[src/ffst_pkg.sv]
// ----------------------------------------------------------------------------
// ffst_pkg: shared types and constants for the first-free slot tag table
// Request and response beat layouts, operation and status codes, controller
// state encoding, and the command/status bundles between controller and
// datapath.
// ----------------------------------------------------------------------------
package ffst_pkg;

    // Widths fixed by the request and response layouts.
    localparam int ID_BITS     = 16;
    localparam int ROW_FIELD_W = 2;
    localparam int COL_FIELD_W = 3;
    localparam int STATUS_W    = 2;

    // Operation codes.
    localparam logic OP_PLACE   = 1'b0;
    localparam logic OP_RELEASE = 1'b1;

    // Status codes.
    localparam logic [STATUS_W-1:0] ST_PLACED   = 2'd0;
    localparam logic [STATUS_W-1:0] ST_FULL     = 2'd1;
    localparam logic [STATUS_W-1:0] ST_RELEASED = 2'd2;
    localparam logic [STATUS_W-1:0] ST_MISSING  = 2'd3;

    typedef struct packed {
        logic               opcode;
        logic [ID_BITS-1:0] vehicle_id;
    } t_req;

    typedef struct packed {
        logic [STATUS_W-1:0]    status;
        logic [ROW_FIELD_W-1:0] slot_row;
        logic [COL_FIELD_W-1:0] slot_col;
    } t_rsp;

    typedef enum logic {
        S_IDLE,
        S_COMMIT
    } t_state;

    // Controller to datapath.
    typedef struct packed {
        logic load_req;  // capture request and register the hit vector
        logic commit;    // update the table and load the response register
    } t_ctrl_cmd;

    // Datapath to controller.
    typedef struct packed {
        logic out_free;  // response register can take a new beat this cycle
    } t_dp_status;

endpackage

[src/first_free_slot_tag_table_top.sv]
// ----------------------------------------------------------------------------
// first_free_slot_tag_table_top: slot allocator with tag match
// Top level joining the request sequencer and the slot table datapath.
// ----------------------------------------------------------------------------
// Usage:
// Requests come in on the input channel (i_in_valid / o_in_ready, payload
// i_in_data) and each produces exactly one response beat on the output
// channel (o_out_valid / i_out_ready, payload o_out_data).
// A place request writes the identifier into the first free slot, scanning
// row 0 first and column 0 first within a row; a release frees the first live
// slot whose tag equals the identifier, in the same order. The response gives
// the status and the slot position, with position zero on full or not found.
// Timing: a request is taken in S_IDLE, when the hit vector of all slots is
// registered, and committed in S_COMMIT, when the first hit is picked, the
// slot is updated and the response register is loaded; the response is valid
// from that register. The block takes no new request until the last one has
// committed, as the compare step is followed by the priority-select and
// write step.
// A finished response may wait in its register while the next request is
// taken; if the receiver still stalls at commit, the commit and hence the
// next acceptance wait until the response beat is taken.
// Reset (synchronous, active low) frees every slot at once and drops any
// pending response; stored tags are left as they are.
// ----------------------------------------------------------------------------
module first_free_slot_tag_table_top
    import ffst_pkg::*;
#(
    parameter int ROW_COUNT = 4,
    parameter int COL_COUNT = 8,
    parameter int TAG_BITS  = 16
) (
    input  logic i_clk,
    input  logic i_rst_n,
    input  logic i_in_valid,
    output logic o_in_ready,
    input  t_req i_in_data,
    output logic o_out_valid,
    input  logic i_out_ready,
    output t_rsp o_out_data
);

    // Command and status bundles between the sequencer and the datapath.
    t_ctrl_cmd  w_cmd;
    t_dp_status w_status;

    ffst_ctrl u_ctrl (
        .i_clk      (i_clk),
        .i_rst_n    (i_rst_n),
        .i_in_valid (i_in_valid),
        .o_in_ready (o_in_ready),
        .i_status   (w_status),
        .o_cmd      (w_cmd)
    );

    ffst_dp #(
        .ROW_COUNT (ROW_COUNT),
        .COL_COUNT (COL_COUNT),
        .TAG_BITS  (TAG_BITS)
    ) u_dp (
        .i_clk       (i_clk),
        .i_rst_n     (i_rst_n),
        .i_req       (i_in_data),
        .i_cmd       (w_cmd),
        .o_status    (w_status),
        .o_out_valid (o_out_valid),
        .i_out_ready (i_out_ready),
        .o_out_data  (o_out_data)
    );

endmodule

[src/ffst_ctrl.sv]
// ----------------------------------------------------------------------------
// ffst_ctrl: request sequencer
// Two-state controller: accepts a request, then commits it once the response
// register can take the result.
// ----------------------------------------------------------------------------
module ffst_ctrl
    import ffst_pkg::*;
(
    input  logic       i_clk,
    input  logic       i_rst_n,
    input  logic       i_in_valid,
    output logic       o_in_ready,
    input  t_dp_status i_status,
    output t_ctrl_cmd  o_cmd
);

    t_state r_state;
    t_state n_state;

    always_ff @(posedge i_clk) begin
        if (!i_rst_n) begin
            r_state <= S_IDLE;
        end else begin
            r_state <= n_state;
        end
    end

    always_comb begin
        n_state = r_state;
        case (r_state)
            S_IDLE: begin
                if (i_in_valid) begin
                    n_state = S_COMMIT;
                end
            end
            S_COMMIT: begin
                if (i_status.out_free) begin
                    n_state = S_IDLE;
                end
            end
            default: begin
                n_state = S_IDLE;
            end
        endcase
    end

    always_comb begin
        o_in_ready     = 1'b0;
        o_cmd.load_req = 1'b0;
        o_cmd.commit   = 1'b0;
        case (r_state)
            S_IDLE: begin
                o_in_ready     = 1'b1;
                o_cmd.load_req = i_in_valid;
            end
            S_COMMIT: begin
                o_cmd.commit = i_status.out_free;
            end
            default: begin
                o_in_ready = 1'b0;
            end
        endcase
    end

endmodule

[src/ffst_dp.sv]
// ----------------------------------------------------------------------------
// ffst_dp: slot table datapath
// Holds the tags and valid marks, compares every slot against the request,
// picks the first hit in row-major order, updates the slot and registers the
// response beat.
// ----------------------------------------------------------------------------
module ffst_dp
    import ffst_pkg::*;
#(
    parameter int ROW_COUNT = 4,
    parameter int COL_COUNT = 8,
    parameter int TAG_BITS  = 16
) (
    input  logic       i_clk,
    input  logic       i_rst_n,
    input  t_req       i_req,
    input  t_ctrl_cmd  i_cmd,
    output t_dp_status o_status,
    output logic       o_out_valid,
    input  logic       i_out_ready,
    output t_rsp       o_out_data
);

    localparam int SLOTS = ROW_COUNT * COL_COUNT;

    logic [TAG_BITS-1:0] r_tag [SLOTS];
    logic [SLOTS-1:0]    r_valid;
    logic [SLOTS-1:0]    r_hit;
    logic [SLOTS-1:0]    n_hit;
    logic                r_op;
    logic [TAG_BITS-1:0] r_id;
    logic [TAG_BITS-1:0] w_id;
    logic                r_out_valid;
    t_rsp                r_out;
    t_rsp                n_out;
    logic [SLOTS-1:0]    w_first;
    logic                w_found;
    logic [ROW_FIELD_W-1:0] w_row;
    logic [COL_FIELD_W-1:0] w_col;

    // The identifier is cut or zero-extended to the stored tag width.
    assign w_id = TAG_BITS'(i_req.vehicle_id);

    // Per-slot candidate: a free slot for a place, a live matching tag for a release.
    always_comb begin
        for (int k = 0; k < SLOTS; k++) begin
            if (i_req.opcode == OP_PLACE) begin
                n_hit[k] = !r_valid[k];
            end else begin
                n_hit[k] = r_valid[k] && (r_tag[k] == w_id);
            end
        end
    end

    // First hit, row 0 and column 0 first.
    always_comb begin
        w_first = '0;
        w_found = 1'b0;
        w_row   = '0;
        w_col   = '0;
        for (int r = ROW_COUNT - 1; r >= 0; r--) begin
            for (int c = COL_COUNT - 1; c >= 0; c--) begin
                if (r_hit[r * COL_COUNT + c]) begin
                    w_first = '0;
                    w_first[r * COL_COUNT + c] = 1'b1;
                    w_found = 1'b1;
                    w_row   = ROW_FIELD_W'(r);
                    w_col   = COL_FIELD_W'(c);
                end
            end
        end
    end

    always_comb begin
        n_out.slot_row = w_row;
        n_out.slot_col = w_col;
        if (r_op == OP_PLACE) begin
            n_out.status = w_found ? ST_PLACED : ST_FULL;
        end else begin
            n_out.status = w_found ? ST_RELEASED : ST_MISSING;
        end
    end

    // Control state: valid marks and response valid.
    always_ff @(posedge i_clk) begin
        if (!i_rst_n) begin
            r_valid     <= '0;
            r_out_valid <= 1'b0;
        end else begin
            if (i_cmd.commit) begin
                for (int k = 0; k < SLOTS; k++) begin
                    if (w_first[k]) begin
                        r_valid[k] <= (r_op == OP_PLACE);
                    end
                end
                r_out_valid <= 1'b1;
            end else if (i_out_ready) begin
                r_out_valid <= 1'b0;
            end
        end
    end

    // Payload registers.
    always_ff @(posedge i_clk) begin
        if (i_cmd.load_req) begin
            r_hit <= n_hit;
            r_op  <= i_req.opcode;
            r_id  <= w_id;
        end
        if (i_cmd.commit) begin
            r_out <= n_out;
            for (int k = 0; k < SLOTS; k++) begin
                if (w_first[k] && (r_op == OP_PLACE)) begin
                    r_tag[k] <= r_id;
                end
            end
        end
    end

    assign o_status.out_free = !r_out_valid || i_out_ready;
    assign o_out_valid       = r_out_valid;
    assign o_out_data        = r_out;

endmodule
[config.mk]
export PLATFORM = sky130hd
export DESIGN_NAME = first_free_slot_tag_table_top
export DESIGN_NICKNAME = d
export VERILOG_FILES = /design/src/ffst_pkg.sv /design/src/first_free_slot_tag_table_top.sv /design/src/ffst_ctrl.sv /design/src/ffst_dp.sv
export SDC_FILE = /design/constraint.sdc
export NUM_CORES = 1
export LEC_CHECK = 0
export BUFFER_PORTS_ARGS = -buffer_cell sky130_fd_sc_hd__buf_2
export CORE_UTILIZATION = 45
export CTS_BUF_LIST = sky130_fd_sc_hd__clkbuf_4
export DETAILED_ROUTE_END_ITERATION = 6
export SLEW_MARGIN = 5
export SYNTH_ARGS = -nofsm -noshare
export SYNTH_HDL_FRONTEND = slang
export SYNTH_SLANG_ARGS = --single-unit
[constraint.sdc]
create_clock -name i_clk -period 5.1 [get_ports i_clk]
set_clock_uncertainty 0.2 [all_clocks]
set_input_delay 1.02 -clock i_clk [delete_from_list [all_inputs] [get_ports i_clk]]
set_output_delay 1.02 -clock i_clk [all_outputs]
set_load 0.05 [all_outputs]
Yosys cells after proc, flatten, opt, wreduce, memory -nomap -nowiden --
Memory sizes are Yosys's and may differ from the RTL's. Index checks and enable logic that the tools add are counted.
Word-level totals: output and inout port bits 9, register bits after elaboration 90, bits in writable memories 512, input port bits 21, memories kept 1, logic and storage cells 595
Memories:
- u_dp.r_tag | words 32, bits a word 16, rd ports 32, clocked after memory_dff 0, write ports 1, RTL line ffst_dp.sv:26 | logic [TAG_BITS-1:0] r_tag [SLOTS];
Cells by class: bitwise gates (word level) 2, mux-type cells 351, eq/ne operators 32, reductions and logical operators 166
Operators by type and width (count):
- two-way mux 32 bit | 32
- == test 16 bit | 32
- OR reduction 16 bit | 32
- two-way mux 16 bit | 31
- two-way mux 1 bit | 209
- two-way mux 5 bit | 31
- two-way mux 3 bit | 28
- logical AND 1 bit | 64
- AND reduction 2 bit | 32
- two-way mux 2 bit | 19
- zero test 1 bit | 33
- OR reduction 8 bit | 1
- OR reduction 4 bit | 1
- NOT 1 bit | 2
- case mux 1 bit (2 select lines) | 1
- nonzero test 2 bit | 1
- OR reduction 2 bit | 1
- logical OR 1 bit | 1

Longest topological paths before layout --
depth after elaboration 68, depth in mapped cells 7

Cells and area by module --
Synthesis repeated with hierarchy kept, for this count alone.
Second synthesis, totals: cell total of the unflattened synthesis 1653, area total of the unflattened synthesis 25313.0 um^2
By module, submodules not included:
- ffst_dp | cells each 1647, area each 25263.0 um^2, instances 1
- ffst_ctrl | cells each 6, area each 50.0 um^2, instances 1

Worst setup path before layout --
Ideal clock, no wire load.
path type input port to flip-flop, from input port i_out_ready, to memory u_dp.r_tag[21][0] (netlist: u_dp.r_tag[1][80]), enable pin, buffers on the path 1, stages 5, data arrival time 3.681 ns, setup slack 0.783 ns, data required time 4.464 ns, path through nand2b_1 -> nand2_1 -> clkbuf_1 -> or3_2 -> nor4b_1
On the way: longest elaborated chain between the ends 36, elaborated cells between the ends (all ways) 159, classes of those cells mux: 127; reduce/logical: 32
RTL lines:
- start: declaration | RTL line first_free_slot_tag_table_top.sv:38 | input logic i_out_ready,
- logical OR 1 bit (*) | RTL line ffst_dp.sv:120 | assign o_status.out_free = !r_out_valid || i_out_ready;
- two-way mux 1 bit (*) | RTL line ffst_ctrl.sv:51 | case (r_state)
- two-way mux 1 bit | RTL line ffst_dp.sv:110 | if (i_cmd.commit) begin
- two-way mux 1 bit (not written as such) | RTL line ffst_dp.sv:114 | r_tag[k] <= r_id;
- OR reduction 16 bit (no source line)
- two-way mux 5 bit (no source line) or two-way mux 1 bit (tied branches) (31 in a row)
- end: declaration | RTL line ffst_dp.sv:26
Every way passes the cells marked *; elsewhere a longest branch is shown, timed or not.

Worst setup path in the final report --
from register u_dp.r_hit[10], to memory u_dp.r_tag[17][14] (netlist: u_dp.r_tag[1][30]), enable pin
On the way: longest elaborated chain between the ends 47, elaborated cells between the ends (all ways) 232, classes of those cells mux: 169; reduce/logical: 63
RTL lines:
- start: declaration | RTL line ffst_dp.sv:28 | logic [SLOTS-1:0] r_hit;
- start signal: assignment | RTL line ffst_dp.sv:106 | r_hit <= n_hit;
- two-way mux 32 bit (*) (11 in a row) | RTL line ffst_dp.sv:63 | if (r_hit[r * COL_COUNT + c]) begin
- logical AND 1 bit | RTL line ffst_dp.sv:113 | if (w_first[k] && (r_op == OP_PLACE)) begin
- two-way mux 1 bit | RTL line ffst_dp.sv:113
- two-way mux 1 bit | RTL line ffst_dp.sv:110
- two-way mux 1 bit (not written as such) | RTL line ffst_dp.sv:114
- OR reduction 16 bit (no source line)
- two-way mux 5 bit (no source line) or two-way mux 1 bit (tied branches) (31 in a row)
Marked as above.

==> key figures <==
Layout
  – Most frequent cells in the layout: edfxtp_1 (568), xnor2_1 (384), clkbuf_4 (245)
  – Final net count: 1,861
  – Share of cells above drive strength 1: 20.08%
  – FILL cells: 4,670
  – Area Growth Syn to Fin: 13.84%
  – Most common library cell in the layout ignoring fill and taps: edfxtp_1

Detailed routing
  – DRT iter0 DRCs: 1,583
  – DRT Pass-1 Iters: 5
  – Via density: between 5 and 6
  – Wire length on met1: 30,280 µm
  – Avg WL per Cell: 26.28 µm
  – DR vias: 15.08k
  – DRT Wirelength: around 70,000 µm
  – Met2 WL post-DR: 34,170 µm
  – Uppermost routed layer: met5
  – DRC viols: 0
  – Antenna-violating nets left: 0
  – Met3 wire len: 5761 µm

Timing
  – Hold Slack: about 170 ps
  – Max Clk Rate: 285.0 MHz
  – Final max-slew violation count: 0
  – Least-Margin Pin Slew: 1346 ps
  – Hold Violations, Final: 0
  – Setup violators final: 0
  – Sum of negative setup slack: 0 ps
  – Fin crit period: 3509 ps
  – RSZ-0062 raised after global routing: false
  – Tcrit/Tclk final: 68.80%
  – Max-slew headroom: 10.25%

Clock tree
  – Post-CTS Setup Inserts: 0
  – Clock transition at path regs: 70 ps
  – Clk sinks: ~600
  – CTS Hold Buffers Added: 0
  – Clock Latency Late Sink: 970 ps
  – CTS Buf Count: 162
  – Root buf cell: clkbuf_4
  – TritonCTS clock tree: yes
  – Post_cts resized: 0
  – H-Tree Depth: 4
  – Max Buffers Root-to-Sink: 3

Synthesis
  – Syn nets: 1,679
  – Synth Cell Area: 25,400 µm²
  – Ys Warns: 0
  – Synth Instances: 1,658
  – Post-synthesis area per instance: 15.32 µm²
  – Number of synthesized flops with an enable pin: 568
  – Cells taking the most area after synthesis: edfxtp_1 (67%), xnor2_1 (13%), xor2_1 (4.4%)
  – Yosys top cell by area: edfxtp_1
  – Primary FF master, synth: edfxtp_1
  – Distinct cells, synth: 55
  – Async S/R FF share, synth: 0%
  – Sequential fraction of the synthesis area: 69.82%
  – Yosys top cell area share: ~67%
  – Synthesized flop and latch total: 602

Global routing
  – Gr usage total: 25.61%
  – Congestion Overflow GR: 0
  – Antenna violations before repair: 5
  – First-pass GRT wire length: between 100,000 and 150,000 µm
  – Number of global-route vias before repair: 15.08k
  – Largest net degree at the start of global routing: 66

Floorplanning
  – IO Pins: 30
  – Placement row count: 86
  – Starting Density: 45.84%
  – Chip width: about 240 µm
  – Die H: between 200 and 250 µm
  – Core box area: 55,420 µm²
  – Full die area: 57,410 µm²

Placed design
  – Buffers on Ports: 29
  – Placer Congestion: around 0.84
  – Hpwl dp: ~40,000 µm

Setup path
  – WS Path Type: register to register
  – R2r setup slk: 1590 ps
  – Worst endpoint required time: about 5400 ps
  – FF-to-FF Start: u_dp.r_hit[10]
  – Setup crit start: u_dp.r_hit[10]
  – Crit. End Element: register
  – Critical Path AT: 3850 ps
  – Crit-path max FO: 16
  – Reg2Reg Depth: 4
  – R2r endpoint: u_dp.r_tag[1][30]
  – Startpoint types: register

Run status
  – Status: completed

Flow run
  – MaxCap Viol Count: 0

Hold path
  – Hold path startpoint: i_in_valid
  – Hold Path End: u_ctrl.r_state
  – Hold Path Class: input port to register
  – Hold path cells: 3

Power and ir drop
  – Power density over the cells: between 300 and 400 nW/µm²
  – LEAKAGE: 9.136 nW
  – Tot Pwr: roughly 10 mW
  – VDD IR max: 0.0002002 V
routing by layer:
metal	vias to the layer above	GRT usage [%]
met5	-	0
met4	2	8.489
met3	96	5.981
met2	671	40.37
met1	7694	34.92
li1	6618	-
registers in the layout, summed over array words and instances, names as in the netlist:
name	flops
u_dp.r_tag	512
u_dp.r_hit	32
u_dp.r_valid	32
u_dp.r_id	16
u_dp.o_out_data	7
u_ctrl.r_state	1
u_dp.o_out_valid	1
u_dp.r_op	1
worst max path at each step:
| stage | end | slack [ps] | cells after the start |
|---|---|---|---|
| 4_1_cts | u_dp.r_tag[1][30] | 1610 | 4 |
| 3_5_place_dp | u_dp.r_tag[0][161] | 1290 | 5 |
| 6_report | u_dp.r_tag[1][30] | 1590 | 4 |
| 2_1_floorplan | u_dp.r_tag[1][80] | 780 | 5 |
| 3_3_place_gp | u_dp.r_tag[0][169] | 1200 | 5 |
| 5_1_grt | u_dp.r_tag[1][30] | 1480 | 4 |
per-stage QoR:
stage          std cells  utilization, %  area (µm²)  setup WS (ps)
2_1_floorplan       1658               -       25400          782.5
3_3_place_gp        2424           48.44       26840           1195
3_5_place_dp        2424           48.44       26840           1293
4_1_cts             2720           52.16       28910           1612
5_1_grt             2722           52.18       28920           1477
6_report            2722           52.18       28920           1591
Yosys cell counts, drive strengths merged, types with 11 or more instances:
library cell  instances
a21oi                18
buf                  54
clkbuf               33
dfxtp                34
edfxtp              568
nand2                30
nand3                42
nand4                98
nor2                 36
nor3                 16
nor4                 43
o211ai               11
o21ai                38
o31ai                12
or4                  33
xnor2               384
xor2                128
cell families (layout without fill, tap and decap cells):
logic type                after synthesis  count (layout)  share of synthesized area (%)
AOI/OAI and AO/OA                     101             101                          2.606
and+or+nand+nor                       339             339                          7.999
buffers and inverters                  97             411                          1.645
other                                   0               2                              0
xor gates and xnor gates              512             512                          17.65
muxes                                   7               7                         0.2758
DFF                                   602             602                          69.82
where the power goes:
part           total [mW]  switching (mW)  internal [mW]
sequential           5.55          0.0901           5.46
combinational       0.638           0.443          0.194
clock                4.23            1.98           2.24
total                10.4            2.52           7.90
area by class of cell:
| class | instances | area [µm²] | area share (%) |
|---|---|---|---|
| antenna | 2 | 5.005 | 0.01731 |
| sequential | 602 | 17740 | 61.34 |
| inverter | 10 | 37.54 | 0.1298 |
| timing repair buffer | 105 | 815.8 | 2.821 |
| multi-input combinational | 959 | 7321 | 25.32 |
| clock inverter | 51 | 226.5 | 0.7831 |
| tap | 748 | 935.9 | 3.236 |
| clock buffer | 245 | 1839 | 6.360 |
critical path, stage by stage (launching register included):
cell,delay (ps)
edfxtp_1,560
nor4_4,600
nand4_4,270
or3_2,550
nor3_2,910
(Power assumes the default switching activity.)
